File: src/hw/rtl/sss_pkg.sv
// Shared types, codes and reset constants of the servo strike sequencer.
`timescale 1ns / 1ps

package sss_pkg;

    // Sequence phases
    localparam logic [2:0] PH_IDLE   = 3'd0;
    localparam logic [2:0] PH_DELAY  = 3'd1;
    localparam logic [2:0] PH_STRIKE = 3'd2;
    localparam logic [2:0] PH_HOLD   = 3'd3;
    localparam logic [2:0] PH_RETURN = 3'd4;

    // Configuration register indexes
    localparam logic [2:0] REG_STRIKE_DELAY = 3'd0;
    localparam logic [2:0] REG_STRIKE_HOLD  = 3'd1;
    localparam logic [2:0] REG_STEP_IVL     = 3'd2;
    localparam logic [2:0] REG_STEP_DEG     = 3'd3;
    localparam logic [2:0] REG_STRIKE_ANGLE = 3'd4;
    localparam logic [2:0] REG_LEFT_REST    = 3'd5;
    localparam logic [2:0] REG_RIGHT_REST   = 3'd6;

    localparam int CFG_IDX_W  = 3;
    localparam int CFG_DATA_W = 16;

    // Reset values of the configuration registers
    localparam logic [15:0] RST_STRIKE_DELAY = 16'd100;
    localparam logic [15:0] RST_STRIKE_HOLD  = 16'd300;
    localparam logic [15:0] RST_STEP_IVL     = 16'd10;
    localparam logic [7:0]  RST_STEP_DEG     = 8'd5;
    localparam logic [7:0]  RST_STRIKE_ANGLE = 8'd90;
    localparam logic [7:0]  RST_LEFT_REST    = 8'd175;
    localparam logic [7:0]  RST_RIGHT_REST   = 8'd5;

    // Command bytes: ASCII '1' and '4'
    localparam logic [7:0] CMD_FIRST = 8'h31;
    localparam logic [7:0] CMD_LAST  = 8'h34;

    typedef struct packed {
        logic [15:0] strike_delay_ms;
        logic [15:0] strike_hold_ms;
        logic [15:0] step_interval_ms;
        logic [7:0]  step_degrees;
        logic [7:0]  strike_angle;
        logic [7:0]  left_rest_angle;
        logic [7:0]  right_rest_angle;
    } cfg_t;

    typedef struct packed {
        logic [2:0]  phase;
        logic [1:0]  active_servo;
        logic        active_valid;
        logic [7:0]  current_angle;
        logic [7:0]  target_angle;
        logic [31:0] phase_start_ms;
        logic [31:0] last_step_ms;
        logic [3:0]  power_bits;
    } state_t;

    typedef struct packed {
        logic       byte_taken;
        logic       write_valid;
        logic [1:0] write_servo;
        logic [7:0] write_angle;
        logic [3:0] power_mask;
        logic [2:0] phase;
    } res_t;

endpackage

File: src/hw/rtl/sss_cfg.sv
// Configuration register file of the servo strike sequencer.
`timescale 1ns / 1ps

module sss_cfg (
    input  logic                           clk,
    input  logic                           rst_n,
    input  logic                           cfg_we,
    input  logic [sss_pkg::CFG_IDX_W-1:0]  cfg_index,
    input  logic [sss_pkg::CFG_DATA_W-1:0] cfg_data,
    output sss_pkg::cfg_t                  cfg
);

    sss_pkg::cfg_t cfg_reg;

    always_ff @(posedge clk or negedge rst_n)
    begin
        if (!rst_n)
        begin
            cfg_reg.strike_delay_ms  <= sss_pkg::RST_STRIKE_DELAY;
            cfg_reg.strike_hold_ms   <= sss_pkg::RST_STRIKE_HOLD;
            cfg_reg.step_interval_ms <= sss_pkg::RST_STEP_IVL;
            cfg_reg.step_degrees     <= sss_pkg::RST_STEP_DEG;
            cfg_reg.strike_angle     <= sss_pkg::RST_STRIKE_ANGLE;
            cfg_reg.left_rest_angle  <= sss_pkg::RST_LEFT_REST;
            cfg_reg.right_rest_angle <= sss_pkg::RST_RIGHT_REST;
        end
        else if (cfg_we)
        begin
            case (cfg_index)
                sss_pkg::REG_STRIKE_DELAY: cfg_reg.strike_delay_ms  <= cfg_data;
                sss_pkg::REG_STRIKE_HOLD:  cfg_reg.strike_hold_ms   <= cfg_data;
                sss_pkg::REG_STEP_IVL:     cfg_reg.step_interval_ms <= cfg_data;
                sss_pkg::REG_STEP_DEG:     cfg_reg.step_degrees     <= cfg_data[7:0];
                sss_pkg::REG_STRIKE_ANGLE: cfg_reg.strike_angle     <= cfg_data[7:0];
                sss_pkg::REG_LEFT_REST:    cfg_reg.left_rest_angle  <= cfg_data[7:0];
                sss_pkg::REG_RIGHT_REST:   cfg_reg.right_rest_angle <= cfg_data[7:0];
                default: ;
            endcase
        end
    end

    assign cfg = cfg_reg;

endmodule

File: src/hw/rtl/sss_step.sv
// Per-poll next-state and result logic of the servo strike sequencer.
`timescale 1ns / 1ps

module sss_step (
    input  sss_pkg::state_t st,
    input  sss_pkg::cfg_t   cfg,
    input  logic [31:0]     now_ms,
    input  logic            byte_valid,
    input  logic [7:0]      rx_byte,
    output sss_pkg::state_t st_next,
    output sss_pkg::res_t   res
);

    sss_pkg::state_t s;
    logic [31:0]     since_start;
    logic [31:0]     since_step;
    logic [7:0]      rest_angle;
    logic [8:0]      up_sum;
    logic [8:0]      down_limit;
    logic [7:0]      angle_new;
    logic [3:0]      servo_bit;

    always_comb
    begin
        s = st;
        res = '0;
        since_start = '0;
        since_step = '0;
        up_sum = '0;
        down_limit = '0;
        angle_new = '0;

        // Unused codes fall back to idle
        if (s.phase > sss_pkg::PH_RETURN)
            s.phase = sss_pkg::PH_IDLE;

        if (s.phase == sss_pkg::PH_IDLE && byte_valid)
        begin
            res.byte_taken = 1'b1;
            if (rx_byte >= sss_pkg::CMD_FIRST && rx_byte <= sss_pkg::CMD_LAST)
            begin
                s.active_servo   = 2'(rx_byte - sss_pkg::CMD_FIRST);
                s.active_valid   = 1'b1;
                s.phase          = sss_pkg::PH_DELAY;
                s.phase_start_ms = now_ms;
            end
        end

        rest_angle = s.active_servo[0] ? cfg.right_rest_angle : cfg.left_rest_angle;
        servo_bit  = 4'b0001 << s.active_servo;

        case (s.phase)
            sss_pkg::PH_DELAY:
            begin
                since_start = now_ms - s.phase_start_ms;
                if (since_start >= {16'd0, cfg.strike_delay_ms})
                begin
                    if (s.active_valid)
                    begin
                        s.current_angle = rest_angle;
                        s.target_angle  = cfg.strike_angle;
                        s.power_bits    = s.power_bits | servo_bit;
                        s.phase         = sss_pkg::PH_STRIKE;
                        s.last_step_ms  = now_ms;
                    end
                    else
                    begin
                        s.phase = sss_pkg::PH_IDLE;
                    end
                end
            end
            sss_pkg::PH_STRIKE:
            begin
                s.current_angle  = s.target_angle;
                res.write_valid  = 1'b1;
                res.write_servo  = s.active_servo;
                res.write_angle  = s.target_angle;
                s.phase          = sss_pkg::PH_HOLD;
                s.phase_start_ms = now_ms;
            end
            sss_pkg::PH_HOLD:
            begin
                since_start = now_ms - s.phase_start_ms;
                if (since_start >= {16'd0, cfg.strike_hold_ms})
                begin
                    s.target_angle = rest_angle;
                    s.phase        = sss_pkg::PH_RETURN;
                    s.last_step_ms = now_ms;
                end
            end
            sss_pkg::PH_RETURN:
            begin
                since_step = now_ms - s.last_step_ms;
                if (since_step >= {16'd0, cfg.step_interval_ms})
                begin
                    // Step toward the rest angle, clamp at it
                    up_sum     = {1'b0, s.current_angle} + {1'b0, cfg.step_degrees};
                    down_limit = {1'b0, s.target_angle} + {1'b0, cfg.step_degrees};
                    angle_new  = s.current_angle;
                    if (s.current_angle < s.target_angle)
                    begin
                        angle_new = (up_sum > {1'b0, s.target_angle}) ?
                                    s.target_angle : up_sum[7:0];
                    end
                    else if (s.current_angle > s.target_angle)
                    begin
                        angle_new = ({1'b0, s.current_angle} < down_limit) ?
                                    s.target_angle : s.current_angle - cfg.step_degrees;
                    end
                    s.current_angle = angle_new;
                    res.write_valid = 1'b1;
                    res.write_servo = s.active_servo;
                    res.write_angle = angle_new;
                    s.last_step_ms  = now_ms;
                    if (angle_new == s.target_angle)
                    begin
                        s.power_bits   = s.power_bits & ~servo_bit;
                        s.phase        = sss_pkg::PH_IDLE;
                        s.active_valid = 1'b0;
                    end
                end
            end
            default: ;
        endcase

        res.power_mask = s.power_bits;
        res.phase      = s.phase;
        st_next        = s;
    end

endmodule

File: src/hw/rtl/servo_strike_sequencer.sv
// Top level of the servo strike sequencer: input register, sequencer state, result register.
`timescale 1ns / 1ps

// Servo strike sequencer. Each input item is one poll: the free-running
// millisecond time now_ms and, when byte_valid is set, a waiting command
// byte rx_byte. In idle a waiting byte is always taken; ASCII '1' to '4'
// picks servo 0 to 3 and starts a strike: wait strike_delay_ms, attach the
// drive, jump to strike_angle on the next poll, hold for strike_hold_ms,
// then ramp back to the servo's rest angle by step_degrees every
// step_interval_ms (clamped at rest) and detach the drive. Every poll yields
// exactly one result item carrying byte_taken, the optional servo write,
// the drive mask and the phase after the poll. All time differences wrap
// at 32 bits. Rate: one item per clock while out_stall is low. An item is
// held in the input register, then the sequencer state and the result
// register update together in one pass. Stall from the output side backs
// up through both registers.
// Configuration registers (cfg_index 0..6) are written with cfg_we and take
// effect at once; write them only while the block is idle.
module servo_strike_sequencer (
    input  logic                           clk,
    input  logic                           rst_n,
    // configuration write port
    input  logic                           cfg_we,
    input  logic [sss_pkg::CFG_IDX_W-1:0]  cfg_index,
    input  logic [sss_pkg::CFG_DATA_W-1:0] cfg_data,
    // poll channel
    input  logic                           in_valid,
    output logic                           in_stall,
    input  logic [31:0]                    now_ms,
    input  logic                           byte_valid,
    input  logic [7:0]                     rx_byte,
    // result channel
    output logic                           out_valid,
    input  logic                           out_stall,
    output logic                           byte_taken,
    output logic                           write_valid,
    output logic [1:0]                     write_servo,
    output logic [7:0]                     write_angle,
    output logic [3:0]                     power_mask,
    output logic [2:0]                     phase
);

    sss_pkg::cfg_t   cfg;
    sss_pkg::state_t state_reg;
    sss_pkg::state_t state_next;
    sss_pkg::res_t   res_next;
    sss_pkg::res_t   res_reg;

    // Input register
    logic            in_vld_reg;
    logic [31:0]     now_reg;
    logic            bvalid_reg;
    logic [7:0]      byte_reg;

    logic            out_vld_reg;
    logic            advance;
    logic            in_take;

    sss_cfg u_cfg (
        .clk       (clk),
        .rst_n     (rst_n),
        .cfg_we    (cfg_we),
        .cfg_index (cfg_index),
        .cfg_data  (cfg_data),
        .cfg       (cfg)
    );

    sss_step u_step (
        .st         (state_reg),
        .cfg        (cfg),
        .now_ms     (now_reg),
        .byte_valid (bvalid_reg),
        .rx_byte    (byte_reg),
        .st_next    (state_next),
        .res        (res_next)
    );

    // Advance the held poll into the result register when that slot is free
    assign advance  = in_vld_reg && (!out_vld_reg || !out_stall);
    assign in_stall = in_vld_reg && !advance;
    assign in_take  = in_valid && !in_stall;

    always_ff @(posedge clk or negedge rst_n)
    begin
        if (!rst_n)
        begin
            in_vld_reg <= 1'b0;
        end
        else if (!in_stall)
        begin
            in_vld_reg <= in_valid;
        end
    end

    // Hold the poll payload; no reset needed
    always_ff @(posedge clk)
    begin
        if (in_take)
        begin
            now_reg    <= now_ms;
            bvalid_reg <= byte_valid;
            byte_reg   <= rx_byte;
        end
    end

    // Sequencer state moves once per processed poll
    always_ff @(posedge clk or negedge rst_n)
    begin
        if (!rst_n)
        begin
            state_reg <= '0;
        end
        else if (advance)
        begin
            state_reg <= state_next;
        end
    end

    always_ff @(posedge clk or negedge rst_n)
    begin
        if (!rst_n)
        begin
            out_vld_reg <= 1'b0;
        end
        else if (advance)
        begin
            out_vld_reg <= 1'b1;
        end
        else if (!out_stall)
        begin
            out_vld_reg <= 1'b0;
        end
    end

    always_ff @(posedge clk)
    begin
        if (advance)
        begin
            res_reg <= res_next;
        end
    end

    assign out_valid   = out_vld_reg;
    assign byte_taken  = res_reg.byte_taken;
    assign write_valid = res_reg.write_valid;
    assign write_servo = res_reg.write_servo;
    assign write_angle = res_reg.write_angle;
    assign power_mask  = res_reg.power_mask;
    assign phase       = res_reg.phase;

endmodule

File: config.mk
export PLATFORM = sky130hd
export DESIGN_NAME = servo_strike_sequencer
export DESIGN_NICKNAME = d
export VERILOG_FILES = /design/src/hw/rtl/sss_pkg.sv /design/src/hw/rtl/sss_cfg.sv /design/src/hw/rtl/sss_step.sv /design/src/hw/rtl/servo_strike_sequencer.sv
export SDC_FILE = /design/constraint.sdc
export NUM_CORES = 1
export LEC_CHECK = 0
export ABC_AREA = 1
export BUFFER_PORTS_ARGS = -buffer_cell sky130_fd_sc_hd__buf_2
export CORE_ASPECT_RATIO = 0.9
export CORE_MARGIN = 3
export CORE_UTILIZATION = 50
export CTS_CLUSTER_DIAMETER = 50
export DETAILED_ROUTE_END_ITERATION = 10
export GPL_TIMING_DRIVEN = 0
export PLACE_DENSITY = 0.77
export SYNTH_ARGS = -nofsm -noshare
export SYNTH_HDL_FRONTEND = slang
export SYNTH_HIERARCHICAL = 1
export SYNTH_SLANG_ARGS = --single-unit
File: constraint.sdc
create_clock -name clk -period 5.4 [get_ports clk]
set_clock_uncertainty 0.15 [all_clocks]
set_input_delay 0.54 -clock clk [delete_from_list [all_inputs] [get_ports clk]]
set_output_delay 0.54 -clock clk [all_outputs]
set_load 0.05 [all_outputs]
== Word level (Yosys, flattened, before mapping) ==
Cells that the tools add are included.

* Input port bits: 65
* Flip-flop bits (word level): 232
* Output and inout port bits: 21

* Reduce and logical (&&, ||, !) cells: 25
* Muxes and demuxes: 39
* Bitwise operators: 3
* Shift operators: 1
* Order comparisons: 10
* $add $sub $neg: 6
* Equality and inequality tests: 16

{| class="wikitable"
|+ Operator list
! cell !! number
|-
| 32-bit 2-to-1 mux || 4
|-
| 36-bit 2-to-1 mux || 3
|-
| 32-bit by 16-bit >= comparator with 1-bit output || 3
|-
| 32-bit one-hot mux with 3 select lines || 1
|-
| 8-bit 2-to-1 mux || 8
|-
| 32-bit subtractor || 2
|-
| 16-bit 2-to-1 mux || 2
|-
| 8-bit one-hot mux with 3 select lines || 1
|-
| 11-bit one-hot mux with 2 select lines || 1
|-
| 8-bit by 8-bit adder with 9-bit output || 2
|-
| 8-bit one-hot mux with 2 select lines || 1
|-
| 3-bit 2-to-1 mux || 5
|-
| 2-bit AND reduction || 7
|-
| 3-bit by 2-bit equality test with 1-bit output, second input constant || 4
|-
| 3-bit equality test, second input constant || 4
|-
| 6-bit 2-to-1 mux || 2
|-
| 3-bit one-hot mux with 4 select lines || 1
|-
| 11-bit 2-to-1 mux || 1
|-
| 5-bit AND reduction || 2
|-
| 9-bit by 8-bit > comparator with 1-bit output || 1
|-
| 8-bit by 9-bit < comparator with 1-bit output || 1
|-
| 9-bit 2-to-1 mux || 1
|-
| 8-bit equality test || 1
|-
| 8-bit by 6-bit >= comparator with 1-bit output, second input constant || 1
|-
| other kinds (24) || 41
|}

== Logic depth before layout (Yosys ltp) ==
* Depth in word-level cells: 11
* Gate-level depth with buffers: 39

== Modules after synthesis ==
Netlist, hierarchy kept.

{| class="wikitable"
|+ By module, submodules not included
! module !! times used !! sequential area each (um^2) !! cells each !! area an instance (um^2)
|-
| sss_step || 1 || 0.0 || 1929 || 10293.6
|-
| servo_strike_sequencer || 1 || 4103.9 || 461 || 5460.2
|-
| sss_cfg || 1 || 2030.7 || 358 || 3186.8
|}

== Worst setup path after synthesis ==
No wires, ideal clock.

* Path type: flip-flop to flip-flop
* From: register byte_reg[0]
* To: register state_reg[6] (netlist name)
* Period minus slack after synthesis: 4.766 ns
* Required time: 5.134 ns
* Library setup time: 0.116 ns
* Arrival time: 4.499 ns
* Cell stages (with the launch flop): 31
* Path buffers: 3
* Slack: 0.634 ns
* Path through: edfxtp_1 -> inv_1 -> ha_1 -> nor2_1 -> nor2_2 -> nand3_1 -> nor2_1 -> buf_2 -> buf_1 -> mux2i_1 -> ha_1 -> inv_1 -> nor2_2 -> nand2_2 -> nor2_1 -> nand2_1 -> nand2_1 -> xor2_1 -> ha_1 -> a21oi_1 -> nor2_1 -> a211o_1 -> a21oi_1 -> nand3_2 -> nand2_1 -> nand3_4 -> buf_6 -> nand2_1 -> nand2_1 -> nand3_1 -> nand2_1

{| class="wikitable"
|+ RTL lines
! item !! RTL line !! text
|-
| start, declared || servo_strike_sequencer.sv:53 || <nowiki>logic [7:0] byte_reg;</nowiki>
|-
| start signal, assigned || servo_strike_sequencer.sv:102 || <nowiki>byte_reg <= rx_byte;</nowiki>
|-
| end signal, assigned || servo_strike_sequencer.sv:115 || <nowiki>state_reg <= state_next;</nowiki>
|-
| end, declared || servo_strike_sequencer.sv:44 || <nowiki>sss_pkg::state_t state_reg;</nowiki>
|}

== Worst setup path after layout ==
* From: register now_reg[0]
* To: register state_reg[13] (netlist name)

* Longest elaborated chain between the ends: 6
* Elaborated cells on any way between the ends: 11

{| class="wikitable"
|+ RTL lines
! item !! RTL line !! text
|-
| start, declared || servo_strike_sequencer.sv:51 || <nowiki>logic [31:0] now_reg;</nowiki>
|-
| start signal, assigned || servo_strike_sequencer.sv:100 || <nowiki>now_reg <= now_ms;</nowiki>
|-
| 32-bit 2-to-1 mux || sss_step.sv:40 || <nowiki>if (rx_byte >= sss_pkg::CMD_FIRST && rx_byte <= sss_pkg::CMD_LAST)</nowiki>
|-
| 32-bit 2-to-1 mux || sss_step.sv:37 || <nowiki>if (s.phase == sss_pkg::PH_IDLE && byte_valid)</nowiki>
|-
| 32-bit subtractor || sss_step.sv:55, sss_step.sv:83 ||
|-
| 32-bit by 16-bit >= comparator with 1-bit output, on equally long branches || sss_step.sv:84, sss_step.sv:56 ||
|-
| 2-bit by 1-bit inequality test with 1-bit output (no line) || -- ||
|-
| 6-bit AND reduction (no line) (*) || -- ||
|}

Every way passes the cells marked *; elsewhere a longest branch is shown, timed or not.
A chain may end at the register's enable or synchronous reset.

==> results.json <==
{
  "first_pass_iters": 6,
  "finalNonFillerCells": 3387,
  "dp_hpwl_mm": 45.9,
  "cts_sinks": 232,
  "slew_viol_final": 0,
  "cts_buffers": 34,
  "synthTopCellsByArea": "dfrtp_1 (20%), nand2_1 (20%), ha_1 (9.8%)",
  "power_frac_comb": 0.496,
  "syn-num-nets": 2966,
  "synth_area_mm2": 0.0189,
  "setup_viol": 0,
  "htree_levels": 2,
  "ys_seq_area_frac": 0.324,
  "yosysTopAreaCell": "dfrtp_1",
  "cts_root_buf": "clkbuf_16",
  "required_ps": 5730,
  "antenna_cells": 0,
  "drv_cap": 0,
  "rr_worst_depth": 26,
  "core_mm2": 0.0367,
  "r2r_end": "state_reg[13]",
  "grt_pass1_wl_mm": 94.7,
  "vias_per_cell": 5.59,
  "status": "finished, final reports clean",
  "min_period_over_period": 0.963,
  "antenna_found_initial": 0,
  "internal_power_mw": 5.22,
  "tightest_slew_ps": 1270,
  "setup.worst_path.end_class": "flop",
  "dieWidth_um": 211,
  "drt_wl_total_mm": 59.6,
  "io_pins": 86,
  "clk_path_buf_depth": 3,
  "hold_path_class": "in -> reg",
  "tritoncts": "built",
  "clkLatencyLatePin_ps": 540,
  "worst-path-max-fanout": 10,
  "path_class": "reg -> reg",
  "ys_warn_count": 6,
  "period_needed_ps": 5200,
  "reg2reg_slack_ps": 200,
  "powerDensity_mw_per_mm2": 435,
  "cellLeakagePower_nw": 11.5,
  "clkTransAtPathRegs_ps": 60,
  "holdWs_ps": 20.7,
  "clock.fmax_ghz": 0.192,
  "ant_nets": 0,
  "drive_above_1_share": 0.131,
  "finalHoldViolations": 0,
  "drt-initial-drc-count": 2058,
  "largest_reg_flops": 90,
  "final_common_cell": "nand2_1",
  "arrival_ps": 5530,
  "synth_top_area_frac": 0.197,
  "p_sw_mw": 4.22,
  "grt_max_degree": 98,
  "synth-edff-count": 60,
  "overflow": 0,
  "synth_ff_type": "dfrtp_1",
  "nets": 3103,
  "port_buffers": 85,
  "place_inst": 3310,
  "ys_seq_elements": 232,
  "ys_types": 59,
  "swShare": 0.447,
  "routedWlPerCell_um": 17.6,
  "die_h_um": 191,
  "grt_usage": 0.294,
  "grt_pass1_vias": 17600,
  "power_frac_seq": 0.249,
  "r2r-start": "now_reg[0]",
  "synth-async-reset-ratio": 0.741,
  "synth_area_per_cell_um2": 6.89,
  "relSlewSlack": 0.150,
  "vias": 19000,
  "fill_cells": 3397,
  "syn_inst": 2748,
  "cp-start-kind": "flop",
  "critical_path.endpoint": "state_reg[13]",
  "globalplace.congestion": 0.996,
  "design.die.area_mm2": 0.0403,
  "min_from": "rx_byte[5]",
  "area_growth_pct": 14.5,
  "peakVddDrop_v": 0.000297,
  "core.rowCount": 66,
  "startpoint": "now_reg[0]",
  "drc": 0,
  "final_cell_mix": "nand2_1 (981), inv_1 (349), nand3_1 (288), dfrtp_1 (149), ha_1 (144)",
  "p_clk_frac": 0.255,
  "floorplan.initialDensity": 0.515
}
==> power by group through the flow <==
| stage | Sequential (mW) | Combinational, mW | Clock, mW |
|---|---|---|---|
| after floorplan | 2.32 | 3.14 | 0 |
| after global placement | 2.36 | 4.13 | 0 |
| after detailed placement | 2.37 | 4.25 | 0 |
| after CTS | 2.34 | 4.35 | 2.44 |
| after global routing | 2.38 | 5.24 | 2.52 |
| final | 2.35 | 4.69 | 2.40 |
==> synth_stat cells, types with 4 or more instances <==
library cell / n
mux2i_1: 19
edfxtp_1: 60
o21ai_1: 5
nand3_1: 289
nand3_2: 12
nor2_4: 8
buf_6: 7
dfstp_2: 23
nand3b_1: 10
inv_1: 351
o21bai_1: 10
xnor2_1: 24
xor2_1: 31
inv_2: 16
o211ai_1: 5
a21oi_1: 125
a211oi_1: 6
or2_2: 6
nor4_1: 4
nand2_2: 21
clkbuf_1: 22
buf_2: 29
nor2_1: 131
buf_1: 4
a21boi_0: 4
a21o_1: 7
fa_1: 4
nor3_1: 16
buf_4: 22
nand2_1: 987
ha_1: 149
dfrtp_1: 149
nor2_2: 11
nand4_1: 37
o21ai_0: 108
==> per-layer routing <==
metal / share of wire / GRT usage / up-vias
met1: 0.46 / 0.437 / 8886
met2: 0.43 / 0.443 / 815
li1: - / - / 9139
met3: 0.093 / 0.0521 / 110
met4: 0.022 / 0.0773 / 0
met5: 0 / 0 / -
==> worst min path at each step <==
stage / end / slack (ps) / cells after the start
floorplan: in_vld_reg / 90 / 0
global placement: state_reg[84] / 300 / 2
detailed placement: u_cfg/cfg[17] / 310 / 2
CTS: byte_reg[5] / 0.1 / 1
global route: now_reg[6] / 5 / 1
finish: byte_reg[5] / 20 / 1
==> final cells by class <==
cell class | count | area [um^2] | area share
buffer | 84 | 524 | 0.0242
inverter | 368 | 1380 | 0.0637
clock buffer | 41 | 938 | 0.0433
timing repair buffer | 102 | 611 | 0.0282
clock inverter | 21 | 288 | 0.0133
sequential | 232 | 6130 | 0.283
tap | 476 | 596 | 0.0275
multi-input combinational | 2063 | 11200 | 0.517
==> critical path, cell delays in order, from the launching register on <==
cell      delay (ps)
edfxtp_1         540
inv_2            170
ha_1             250
inv_1            100
fa_2             400
nand3_1           90
nand2_1          170
a21oi_4          220
o21ai_1          180
xor2_1           250
ha_1             230
a21oi_1          150
nor2_1            70
a211oi_2         200
buf_4            170
o21ai_0          100
a21oi_2          290
nand4_4          270
nand2_2          230
inv_2            120
a21oi_4          150
buf_12           140
buf_6            140
nand3_1           80
nand2_1           80
nand3_1           80
nand2_1           90
==> metrics by stage <==
step	cell area [um^2]	setup slack, ps	utilization	power, mW	TNS [ps]
5_1_grt	21700	-13.1	0.590	10.1	-51.4
4_1_cts	21400	5.97	0.581	9.13	0
2_1_floorplan	18900	634	-	5.46	0
3_5_place_dp	20000	-1050	0.544	6.62	-53950
6_report	21700	198	0.590	9.44	0
3_3_place_gp	20000	-940	0.543	6.49	-48590
==> cells by family after synthesis <==
group / share of synthesized area
XOR/XNOR: 0.0254
multiplexers: 0.0100
adder cells (fa/ha/maj): 0.103
buffers and inverters: 0.0994
AND/OR/NAND/NOR: 0.354
AO/OA/AOI/OAI: 0.0842
flip-flops: 0.324
==> timing repair <==
action / CTS / global route
setup endpoints to repair: 63 / 63
endpoints found under the hold margin: 75 / 0
cloned: 0 / 0
setup buffers: 4 / 11
hold buffers: 1 / 0
pin swaps: 4 / 11
gates resized for setup: 21 / 55
No activity file was read; power rests on OpenSTA's default activity.
